## config.mk

```make
export PLATFORM = sky130hd
export DESIGN_NAME = bencode_stream_tokenizer
export DESIGN_NICKNAME = d
export VERILOG_FILES = /design/src/rtl/core/bst_pkg.sv /design/src/rtl/core/bencode_stream_tokenizer.sv /design/src/rtl/core/bst_stack_mem.sv /design/src/rtl/core/bst_digit_acc.sv
export SDC_FILE = /design/constraint.sdc
export NUM_CORES = 1
export LEC_CHECK = 0
export BUFFER_PORTS_ARGS = -buffer_cell sky130_fd_sc_hd__buf_2
export CAP_MARGIN = 20
export CORE_AREA = 2 2 197 199
export CTS_CLUSTER_SIZE = 14
export DETAILED_ROUTE_END_ITERATION = 10
export DIE_AREA = 0 0 199 201
export REMOVE_ABC_BUFFERS = 1
export SKIP_LAST_GASP = 1
export SLEW_MARGIN = 20
export SYNTH_ARGS = -nofsm -noshare
export SYNTH_HDL_FRONTEND = slang
export SYNTH_SLANG_ARGS = --single-unit
```

## constraint.sdc

```tcl
create_clock -name clk -period 11.4 [get_ports clk]
set_input_delay 3.42 -clock clk [delete_from_list [all_inputs] [get_ports clk]]
set_output_delay 3.42 -clock clk [all_outputs]
set_load 0.01 [all_outputs]
```

## src/rtl/core/bst_pkg.sv

```systemverilog
`timescale 1ns / 1ps
// bst_pkg: shared types, event and error codes and byte constants for the
// bencode stream tokenizer; no dependencies
package bst_pkg;

  // default sizing
  localparam int unsigned STACK_DEPTH_DEF = 16;
  localparam int unsigned LEN_BITS_DEF    = 32;

  // field widths
  localparam int unsigned ACC_W  = 63;
  localparam int unsigned SUM_W  = ACC_W + 4;
  localparam int unsigned KIND_W = 3;
  localparam int unsigned ERR_W  = 3;
  localparam int unsigned NEST_W = 5;
  localparam int unsigned LENO_W = 32;

  localparam logic [NEST_W-1:0] MAX_NEST_RST = 5'd16;

  // event kinds
  localparam logic [KIND_W-1:0] EV_HDR   = 3'd0;
  localparam logic [KIND_W-1:0] EV_BYTE  = 3'd1;
  localparam logic [KIND_W-1:0] EV_INT   = 3'd2;
  localparam logic [KIND_W-1:0] EV_LIST  = 3'd3;
  localparam logic [KIND_W-1:0] EV_DICT  = 3'd4;
  localparam logic [KIND_W-1:0] EV_CLOSE = 3'd5;
  localparam logic [KIND_W-1:0] EV_ERR   = 3'd6;

  // error codes
  localparam logic [ERR_W-1:0] ERR_BAD_LEN  = 3'd0;
  localparam logic [ERR_W-1:0] ERR_BAD_INT  = 3'd1;
  localparam logic [ERR_W-1:0] ERR_EMPTY    = 3'd2;
  localparam logic [ERR_W-1:0] ERR_KEY      = 3'd3;
  localparam logic [ERR_W-1:0] ERR_BAD_TYPE = 3'd4;
  localparam logic [ERR_W-1:0] ERR_DEEP     = 3'd5;
  localparam logic [ERR_W-1:0] ERR_OVF      = 3'd6;

  // stream bytes
  localparam logic [7:0] CH_COLON = 8'h3A;
  localparam logic [7:0] CH_E     = 8'h65;
  localparam logic [7:0] CH_I     = 8'h69;
  localparam logic [7:0] CH_D     = 8'h64;
  localparam logic [7:0] CH_L     = 8'h6C;
  localparam logic [7:0] CH_0     = 8'h30;
  localparam logic [7:0] CH_9     = 8'h39;

  // one nesting level: container kind and dict key/value phase
  typedef struct packed {
    logic want_val;
    logic dict;
  } lvl_ent_t;

  // overflow status of the decimal accumulator
  typedef struct packed {
    logic len_ovf;
    logic int_ovf;
  } acc_stat_t;

endpackage

```

## src/rtl/core/bencode_stream_tokenizer.sv

```systemverilog
`timescale 1ns / 1ps
// bencode_stream_tokenizer: top level, parse state machine and output register
// depends on bst_pkg, bst_stack_mem and bst_digit_acc

// Takes one bencoded byte per beat and emits at most one token event per byte:
// string header with its length, string body bytes, integer value, list or
// dict open, close, or an error; after an error the block drops all input
// until reset. Bytes are taken back to back, one per beat, while in_stall is low.
// The nesting stack lives in a memory with a registered read port; the top
// level is held in a register and the entry below it is kept prefetched, with
// write forwarding, so a close never waits on the memory port. No clearing
// pass is needed after reset. in_stall is high only while a result waits in
// the output register and out_stall holds it.
module bencode_stream_tokenizer #(
  parameter int unsigned STACK_DEPTH = bst_pkg::STACK_DEPTH_DEF,
  parameter int unsigned LEN_BITS    = bst_pkg::LEN_BITS_DEF
) (
  input  logic                       clk,
  input  logic                       rst_n,
  // configuration
  input  logic                       cfg_wr_en,
  input  logic [bst_pkg::NEST_W-1:0] cfg_wr_data,
  // byte input
  input  logic                       in_valid,
  output logic                       in_stall,
  input  logic [7:0]                 in_byte,
  // event output
  output logic                       out_valid,
  input  logic                       out_stall,
  output logic [bst_pkg::KIND_W-1:0] out_event_kind,
  output logic [7:0]                 out_data_byte,
  output logic                       out_str_last,
  output logic [bst_pkg::LENO_W-1:0] out_str_length,
  output logic [bst_pkg::ACC_W-1:0]  out_int_value,
  output logic [bst_pkg::NEST_W-1:0] out_nest_depth,
  output logic                       out_is_key,
  output logic [bst_pkg::ERR_W-1:0]  out_error_code
);
  import bst_pkg::*;

  localparam int unsigned LVL_W = $clog2(STACK_DEPTH + 1);
  localparam int unsigned AW    = (STACK_DEPTH > 1) ? $clog2(STACK_DEPTH) : 1;
  localparam int unsigned CMP_W = (LVL_W > NEST_W) ? LVL_W : NEST_W;

  typedef enum logic [2:0] {
    MODE_IDLE,
    MODE_LEN,
    MODE_BODY,
    MODE_INT,
    MODE_HALT
  } mode_t;

  // state
  mode_t               mode_r,  mode_nxt;
  logic [ACC_W-1:0]    acc_r,   acc_nxt;
  logic                seen_r,  seen_nxt;
  logic [LEN_BITS-1:0] left_r,  left_nxt;
  logic [LVL_W-1:0]    lvl_r,   lvl_nxt;
  lvl_ent_t            top_r,   top_nxt;
  logic                key_r,   key_nxt;
  logic [NEST_W-1:0]   max_nest_r;

  // output register
  logic               out_valid_r;
  logic [KIND_W-1:0]  kind_r;
  logic [7:0]         data_r;
  logic               last_r;
  logic [LENO_W-1:0]  len_r;
  logic [ACC_W-1:0]   int_r;
  logic [NEST_W-1:0]  depth_r;
  logic               is_key_r;
  logic [ERR_W-1:0]   err_r;

  // result of this beat
  logic               res_fire;
  logic [KIND_W-1:0]  res_kind;
  logic [7:0]         res_data;
  logic               res_last;
  logic [LENO_W-1:0]  res_len;
  logic [ACC_W-1:0]   res_int;
  logic [LVL_W-1:0]   res_lvl;
  logic               res_key;
  logic [ERR_W-1:0]   res_err;
  logic [LVL_W+NEST_W-1:0] res_lvl_ext;

  // stack memory side
  logic               stk_wr_en;
  logic [AW-1:0]      stk_wr_addr;
  logic [AW-1:0]      stk_rd_addr;
  lvl_ent_t           below;
  logic [LVL_W-1:0]   lvl_m1;
  logic [LVL_W-1:0]   lvl_nxt_m2;

  // decode helpers
  logic               in_acc;
  logic               is_digit;
  logic [3:0]         digit;
  logic [ACC_W-1:0]   acc_sum;
  acc_stat_t          acc_stat;
  logic               key_pos;
  logic               too_deep;
  lvl_ent_t           top_done;
  lvl_ent_t           below_done;

  assign in_stall = out_valid_r & out_stall;
  assign in_acc   = in_valid & ~in_stall;

  assign is_digit = (in_byte >= CH_0) && (in_byte <= CH_9);
  assign digit    = in_byte[3:0];

  // decimal accumulator step
  bst_digit_acc #(
    .LEN_BITS (LEN_BITS)
  ) u_acc (
    .acc   (acc_r),
    .digit (digit),
    .sum   (acc_sum),
    .stat  (acc_stat)
  );

  // stack memory holds every level below the registered top
  assign lvl_m1      = lvl_r - LVL_W'(1);
  assign lvl_nxt_m2  = lvl_nxt - LVL_W'(2);
  assign stk_wr_addr = lvl_m1[AW-1:0];
  assign stk_rd_addr = lvl_nxt_m2[AW-1:0];

  bst_stack_mem #(
    .STACK_DEPTH (STACK_DEPTH),
    .AW          (AW)
  ) u_stack (
    .clk     (clk),
    .wr_en   (stk_wr_en),
    .wr_addr (stk_wr_addr),
    .wr_data (top_r),
    .rd_addr (stk_rd_addr),
    .rd_data (below)
  );

  // level status
  assign key_pos  = (lvl_r != '0) && top_r.dict && !top_r.want_val;
  assign too_deep = (lvl_r >= LVL_W'(STACK_DEPTH)) ||
                    (CMP_W'(lvl_r) >= CMP_W'(max_nest_r));

  // finishing an object flips a dict between key and value
  always_comb begin
    top_done   = top_r;
    below_done = below;
    if ((lvl_r != '0) && top_r.dict) begin
      top_done.want_val = ~top_r.want_val;
    end
    if (below.dict) begin
      below_done.want_val = ~below.want_val;
    end
  end

  // parse step
  always_comb begin
    mode_nxt  = mode_r;
    acc_nxt   = acc_r;
    seen_nxt  = seen_r;
    left_nxt  = left_r;
    lvl_nxt   = lvl_r;
    top_nxt   = top_r;
    key_nxt   = key_r;
    stk_wr_en = 1'b0;
    res_fire  = 1'b0;
    res_kind  = EV_HDR;
    res_data  = '0;
    res_last  = 1'b0;
    res_len   = '0;
    res_int   = '0;
    res_lvl   = lvl_r;
    res_key   = 1'b0;
    res_err   = ERR_BAD_LEN;
    if (in_acc) begin
      unique case (mode_r)
        MODE_IDLE: begin
          if (in_byte == CH_E) begin
            if ((lvl_r == '0) || (top_r.dict && top_r.want_val)) begin
              res_fire = 1'b1;
              res_kind = EV_ERR;
              res_err  = ERR_BAD_TYPE;
              mode_nxt = MODE_HALT;
            end else begin
              res_fire = 1'b1;
              res_kind = EV_CLOSE;
              lvl_nxt  = lvl_m1;
              if (lvl_m1 != '0) begin
                top_nxt = below_done;
              end
            end
          end else if (is_digit) begin
            acc_nxt  = {{(ACC_W-4){1'b0}}, digit};
            key_nxt  = key_pos;
            mode_nxt = MODE_LEN;
          end else if ((in_byte != CH_I) && (in_byte != CH_L) && (in_byte != CH_D)) begin
            res_fire = 1'b1;
            res_kind = EV_ERR;
            res_err  = ERR_BAD_TYPE;
            mode_nxt = MODE_HALT;
          end else if (key_pos) begin
            res_fire = 1'b1;
            res_kind = EV_ERR;
            res_err  = ERR_KEY;
            mode_nxt = MODE_HALT;
          end else if (in_byte == CH_I) begin
            acc_nxt  = '0;
            seen_nxt = 1'b0;
            mode_nxt = MODE_INT;
          end else if (too_deep) begin
            res_fire = 1'b1;
            res_kind = EV_ERR;
            res_err  = ERR_DEEP;
            mode_nxt = MODE_HALT;
          end else begin
            // push: current top moves into the memory
            stk_wr_en        = (lvl_r != '0);
            top_nxt.dict     = (in_byte == CH_D);
            top_nxt.want_val = 1'b0;
            lvl_nxt          = lvl_r + LVL_W'(1);
            res_fire         = 1'b1;
            res_kind         = (in_byte == CH_D) ? EV_DICT : EV_LIST;
            res_lvl          = lvl_r + LVL_W'(1);
          end
        end
        MODE_LEN: begin
          if (is_digit) begin
            if (acc_stat.len_ovf) begin
              res_fire = 1'b1;
              res_kind = EV_ERR;
              res_err  = ERR_OVF;
              mode_nxt = MODE_HALT;
            end else begin
              acc_nxt = acc_sum;
            end
          end else if (in_byte != CH_COLON) begin
            res_fire = 1'b1;
            res_kind = EV_ERR;
            res_err  = ERR_BAD_LEN;
            mode_nxt = MODE_HALT;
          end else begin
            res_fire = 1'b1;
            res_kind = EV_HDR;
            res_last = (acc_r == '0);
            res_len  = acc_r[LENO_W-1:0];
            res_key  = key_r;
            left_nxt = acc_r[LEN_BITS-1:0];
            acc_nxt  = '0;
            if (acc_r == '0) begin
              mode_nxt = MODE_IDLE;
              top_nxt  = top_done;
            end else begin
              mode_nxt = MODE_BODY;
            end
          end
        end
        MODE_BODY: begin
          res_fire = 1'b1;
          res_kind = EV_BYTE;
          res_data = in_byte;
          res_last = (left_r == LEN_BITS'(1));
          res_key  = key_r;
          left_nxt = left_r - LEN_BITS'(1);
          if (left_r == LEN_BITS'(1)) begin
            mode_nxt = MODE_IDLE;
            top_nxt  = top_done;
          end
        end
        MODE_INT: begin
          if (in_byte == CH_E) begin
            if (!seen_r) begin
              res_fire = 1'b1;
              res_kind = EV_ERR;
              res_err  = ERR_EMPTY;
              mode_nxt = MODE_HALT;
            end else begin
              res_fire = 1'b1;
              res_kind = EV_INT;
              res_int  = acc_r;
              acc_nxt  = '0;
              seen_nxt = 1'b0;
              mode_nxt = MODE_IDLE;
              top_nxt  = top_done;
            end
          end else if (is_digit) begin
            if (acc_stat.int_ovf) begin
              res_fire = 1'b1;
              res_kind = EV_ERR;
              res_err  = ERR_OVF;
              mode_nxt = MODE_HALT;
            end else begin
              acc_nxt  = acc_sum;
              seen_nxt = 1'b1;
            end
          end else begin
            res_fire = 1'b1;
            res_kind = EV_ERR;
            res_err  = ERR_BAD_INT;
            mode_nxt = MODE_HALT;
          end
        end
        MODE_HALT: begin
          mode_nxt = MODE_HALT;
        end
        default: begin
          mode_nxt = MODE_HALT;
        end
      endcase
    end
  end

  // depth field keeps the low bits of the level count
  assign res_lvl_ext = {{NEST_W{1'b0}}, res_lvl};

  // parse state and output register
  always_ff @(posedge clk) begin
    if (!rst_n) begin
      mode_r      <= MODE_IDLE;
      acc_r       <= '0;
      seen_r      <= 1'b0;
      left_r      <= '0;
      lvl_r       <= '0;
      key_r       <= 1'b0;
      max_nest_r  <= MAX_NEST_RST;
      out_valid_r <= 1'b0;
    end else begin
      mode_r <= mode_nxt;
      acc_r  <= acc_nxt;
      seen_r <= seen_nxt;
      left_r <= left_nxt;
      lvl_r  <= lvl_nxt;
      key_r  <= key_nxt;
      if (cfg_wr_en) begin
        max_nest_r <= cfg_wr_data;
      end
      if (in_acc && res_fire) begin
        out_valid_r <= 1'b1;
      end else if (!out_stall) begin
        out_valid_r <= 1'b0;
      end
    end
  end

  // payload registers
  always_ff @(posedge clk) begin
    top_r <= top_nxt;
    if (in_acc && res_fire) begin
      kind_r   <= res_kind;
      data_r   <= res_data;
      last_r   <= res_last;
      len_r    <= res_len;
      int_r    <= res_int;
      depth_r  <= res_lvl_ext[NEST_W-1:0];
      is_key_r <= res_key;
      err_r    <= (res_kind == EV_ERR) ? res_err : ERR_BAD_LEN;
    end
  end

  assign out_valid      = out_valid_r;
  assign out_event_kind = kind_r;
  assign out_data_byte  = data_r;
  assign out_str_last   = last_r;
  assign out_str_length = len_r;
  assign out_int_value  = int_r;
  assign out_nest_depth = depth_r;
  assign out_is_key     = is_key_r;
  assign out_error_code = err_r;

`ifndef NO_ASSERTIONS
  // once halted, stays halted until reset
  a_halt_sticky: assert property (@(posedge clk) disable iff (!rst_n)
    mode_r == MODE_HALT |=> mode_r == MODE_HALT)
    else $error("tokenizer left halt without reset");

  // an error event always halts the parser
  a_err_halts: assert property (@(posedge clk) disable iff (!rst_n)
    (in_acc && res_fire && res_kind == EV_ERR) |=> mode_r == MODE_HALT)
    else $error("error event without halt");

  // nesting never exceeds the stack
  a_lvl_bound: assert property (@(posedge clk) disable iff (!rst_n)
    lvl_r <= LVL_W'(STACK_DEPTH))
    else $error("nesting level beyond stack depth");

  // a string body always has bytes left
  a_body_left: assert property (@(posedge clk) disable iff (!rst_n)
    mode_r == MODE_BODY |-> left_r != '0)
    else $error("string body with no bytes left");

  // no result is produced while halted
  a_halt_quiet: assert property (@(posedge clk) disable iff (!rst_n)
    mode_r == MODE_HALT |-> !res_fire)
    else $error("result produced while halted");
`endif

endmodule

```

## src/rtl/core/bst_stack_mem.sv

```systemverilog
`timescale 1ns / 1ps
// bst_stack_mem: nesting-level memory, one write and one registered read
// port with same-cycle write forwarding; depends on bst_pkg
module bst_stack_mem #(
  parameter int unsigned STACK_DEPTH = bst_pkg::STACK_DEPTH_DEF,
  parameter int unsigned AW = (STACK_DEPTH > 1) ? $clog2(STACK_DEPTH) : 1
) (
  input  logic              clk,
  input  logic              wr_en,
  input  logic [AW-1:0]     wr_addr,
  input  bst_pkg::lvl_ent_t wr_data,
  input  logic [AW-1:0]     rd_addr,
  output bst_pkg::lvl_ent_t rd_data
);
  import bst_pkg::*;

  lvl_ent_t mem [STACK_DEPTH];
  lvl_ent_t rd_data_r;

  // write port
  always_ff @(posedge clk) begin
    if (wr_en) begin
      mem[wr_addr] <= wr_data;
    end
  end

  // registered read, a write to the same entry is passed straight through
  always_ff @(posedge clk) begin
    if (wr_en && (wr_addr == rd_addr)) begin
      rd_data_r <= wr_data;
    end else begin
      rd_data_r <= mem[rd_addr];
    end
  end

  assign rd_data = rd_data_r;

endmodule

```

## src/rtl/core/bst_digit_acc.sv

```systemverilog
`timescale 1ns / 1ps
// bst_digit_acc: decimal accumulate step acc*10+digit with length and
// integer overflow flags; depends on bst_pkg
module bst_digit_acc #(
  parameter int unsigned LEN_BITS = bst_pkg::LEN_BITS_DEF
) (
  input  logic [bst_pkg::ACC_W-1:0] acc,
  input  logic [3:0]                digit,
  output logic [bst_pkg::ACC_W-1:0] sum,
  output bst_pkg::acc_stat_t        stat
);
  import bst_pkg::*;

  logic [SUM_W-1:0] sum_full;

  // times ten as two shifted adds, then the digit
  assign sum_full = {1'b0, acc, 3'b000} + {3'b000, acc, 1'b0} + {{(SUM_W-4){1'b0}}, digit};
  assign sum      = sum_full[ACC_W-1:0];

  // anything above the allowed width is overflow
  assign stat.len_ovf = |sum_full[SUM_W-1:LEN_BITS];
  assign stat.int_ovf = |sum_full[SUM_W-1:ACC_W];

endmodule
```

==> results.toml <==
[run_status]
outcome = "completed"

[synthesis]
yosysUniqueCellTypes = 92
yosysWarnings = 0
ys_seq_elements = 265
synth_edf_count = 150
ys.flop_type = "edfxtp_1"
synth_area_per_cell_um2 = 9.24
synthArstFlopShare_pct = 0
yosysSeqAreaShare_pct = 40.4
syn_area_mm2 = 0.0169
synthCells = 1824

[routing]
wl_per_cell_um = 21.9
postRouteAntennaNets = 0
routed_wl_um = 53900
dr.first_iter.drc_count = 1291
route.vias.total = 14700
first_pass_iters = 5
viasPerCell = 6.01
drc = 0

[critical_path]
crit_buf_inv = 5
r2r_setup_slack_ps = 5140
worstRegToRegCells = 17
critical_path_class = "in -> reg"
cp-startpoint = "in_byte[3]"
worst_ep_arrival_time_ps = 9040
worstPathCellList = "buf_2, inv_1, fa_1, inv_1, fa_1, a21o_1, a221o_1, a21oi_4, o31ai_1, a31oi_1, o21ai_0, xnor2_1, nand4_1, and4bb_2, a32oi_1, o21ai_0, inv_4, buf_4"
required_ps = 11610
start_kind = "primary input"
crit-reg2reg-launch = "acc_r[2]$_SDFFE_PN0P_"
crit_path_max_fanout = 69
slowest_delay_ps = 750
path_delay_family = "compound AO/OA/AOI/OAI gates"
crit_cells = 18
cp-endpoint = "out_str_length[7]$_SDFFCE_PP0P_"
cp_slowest_cell = "inv_4"
r2r-end = "out_str_length[7]$_SDFFCE_PP0P_"
cp-end-kind = "flip-flop"

[timing]
drv_slew = 0
rsz0062_at_grt = "false"
setup_viol_count_final = 0
fmax_mhz = 113
hold_violations = 0
final.period_utilization_pct = 77.5
period_needed_ps = 8830
slew_headroom_pct = 26.8
tightest_slew_ps = 1100
fin_setup_tns_ps = 0
skew_ps = 21.2

[layout]
nNetsFinal = 2072
area_growth_syn_to_layout_pct = 12.1
antenna_cells = 0
drive_above_1_share_pct = 12.4
instances_no_fill = 2455
fill_cells = 3641

[run]
cap_violations = 0

[global_routing]
grt_usage_pct = 26.8
grt_max_degree = 70
overflow = 0
grt_pass1_vias = 14100
grt_pass1_wl_um = 83100
antenna_found_initial = 2

[die]
core_area_mm2 = 0.0381
die_h_um = 201
dieWidth_um = 199
die_area_mm2 = 0.0400
initial_core_util_pct = 44.2
rows = 72
pin_count = 136

[clocking]
clkLatencyLatePin_ps = 580
path_clk_slew_ps = 60
post_cts_buffers = 0
htree_num_levels = 1
cts_made_buffers = 30
root_buffer = "clkbuf_16"
cts_hold_buffers = 0
ctsResizeCount = 0
cts_tree = "built"
cts_buffer_depth = 3
cts_sinks = 265

[place]
place_inst = 2399
gp_congestion = 0.949
hpwl_um = 40300
port_buffers = 135

[power]
ir_drop_v = 0.000119
p_per_area_mw_per_mm2 = 115
p_leak_nw = 7.71

[worst_hold_path]
hold_class = "reg -> reg"
-- cells in the final DEF, fill, tap and decap left out, types with 19 or more instances in the layout --
cell,Yosys,routed
mux2i_1,33,33
nor4_1,31,31
a211oi_1,19,19
inv_1,25,24
a21oi_1,154,153
o21ai_0,124,124
o22ai_1,30,30
nor3_1,46,45
nand2_1,200,200
clkbuf_16,0,30
edfxtp_1,150,150
dfxtp_1,115,115
ha_1,139,139
xnor2_1,39,39
nand3_1,32,32
and3_1,26,26
nand4_1,32,32
buf_2,16,135
and2_1,102,102
nor2_1,159,159
-- logic make-up (layout without fill, tap and decap cells) --
kind of cell,count (synthesis),after routing,share of synthesized area [%]
AOI/OAI and AO/OA,492,492,18.5
adders and majority gates,141,141,10.6
DFF,265,265,40.4
xor gates and xnor gates,57,57,2.96
muxes,44,44,3.36
buffers and inverters,114,227,2.99
and+or+nand+nor,711,711,21.2
-- through the flow --
step | instance area (um2) | total power, mW | hold WS, ps | utilization [%] | setup WS (ps)
after floorplan | 16400 | 1.14 | 432 | - | 1940
after global placement | 17900 | 1.20 | 439 | 46.9 | 2180
after detailed placement | 17900 | 1.20 | 450 | 46.9 | 2050
after CTS | 18900 | 2.19 | 459 | 49.6 | 2650
after global routing | 18900 | 2.24 | 478 | 49.6 | 2250
final | 18900 | 2.18 | 457 | 49.6 | 2570
-- Yosys cell counts, types with 26 or more instances --
library cell,number,area share [%]
o22ai_1,30,1.1
clkbuf_1,62,1.4
nand2_1,200,4.5
nor3_1,46,1.4
nand4_1,32,1.2
xnor2_1,39,2.0
dfxtp_1,115,14
nor2_1,159,3.5
o21ai_0,124,3.7
ha_1,139,10
nor4_1,31,1.2
mux2i_1,33,2.0
edfxtp_1,150,27
nand3_1,32,0.95
and3_1,26,0.96
a21oi_1,154,4.6
and2_1,102,3.8
-- metal layers --
metal | up-vias | track usage [%] | wire length [um]
li1 | 7027 | - | -
met1 | 7117 | 37.5 | 24400
met2 | 496 | 43.3 | 24700
met3 | 103 | 3.21 | 3140
met4 | 2 | 7.76 | 1690
met5 | - | 0 | 12
-- worst min-delay path by stage --
stage / endpoint / slack (ps) / cells past startpoint / startpoint
global placement: left_r[1]$_SDFFE_PN0P_ / 440 / 2 / left_r[1]$_SDFFE_PN0P_
detailed placement: key_r$_SDFFE_PN0P_ / 450 / 2 / key_r$_SDFFE_PN0P_
finish: key_r$_SDFFE_PN0P_ / 460 / 2 / key_r$_SDFFE_PN0P_
global route: key_r$_SDFFE_PN0P_ / 480 / 2 / key_r$_SDFFE_PN0P_
floorplan: key_r$_SDFFE_PN0P_ / 430 / 2 / key_r$_SDFFE_PN0P_
CTS: key_r$_SDFFE_PN0P_ / 460 / 2 / key_r$_SDFFE_PN0P_
-- worst reg2reg max path, cell delays in order, from the launching register on --
cell	delay, ps
dfxtp_1	440
inv_1	140
fa_1	500
inv_1	70
fa_1	460
a21o_1	200
a221o_1	450
a21oi_4	310
o31ai_1	150
a31oi_1	560
o21ai_0	200
xnor2_1	180
nand4_1	110
and4bb_2	290
a32oi_1	200
o21ai_0	210
inv_4	750
buf_4	650
-- where the power goes --
part           switching [mW]  internal [mW]  total, mW
Combinational          0.0841         0.0370      0.121
Sequential             0.0121           1.05       1.06
Clock                   0.410          0.589      0.999
-- final cells by class --
class,instances,area (um2),share of cell area (%)
inverter,25,96.3,0.510
tap,518,648,3.43
clock inverter,15,191,1.01
multi-input combinational,1445,9580,50.7
timing repair buffer,146,758,4.01
clock buffer,41,812,4.30
sequential,265,6810,36.0
-- sequential cells by signal (all words and copies together), names as in the netlist, 3 cells and up, named ones only --
name / cells
max_nest_r: 5
lvl_r: 5
out_error_code: 3
left_r: 32
u_stack.mem: 32
out_data_byte: 8
acc_r: 63
out_event_kind: 3
out_str_length: 32
mode_r: 3
out_nest_depth: 5
out_int_value: 63
Power figures use the tool's default switching activity.
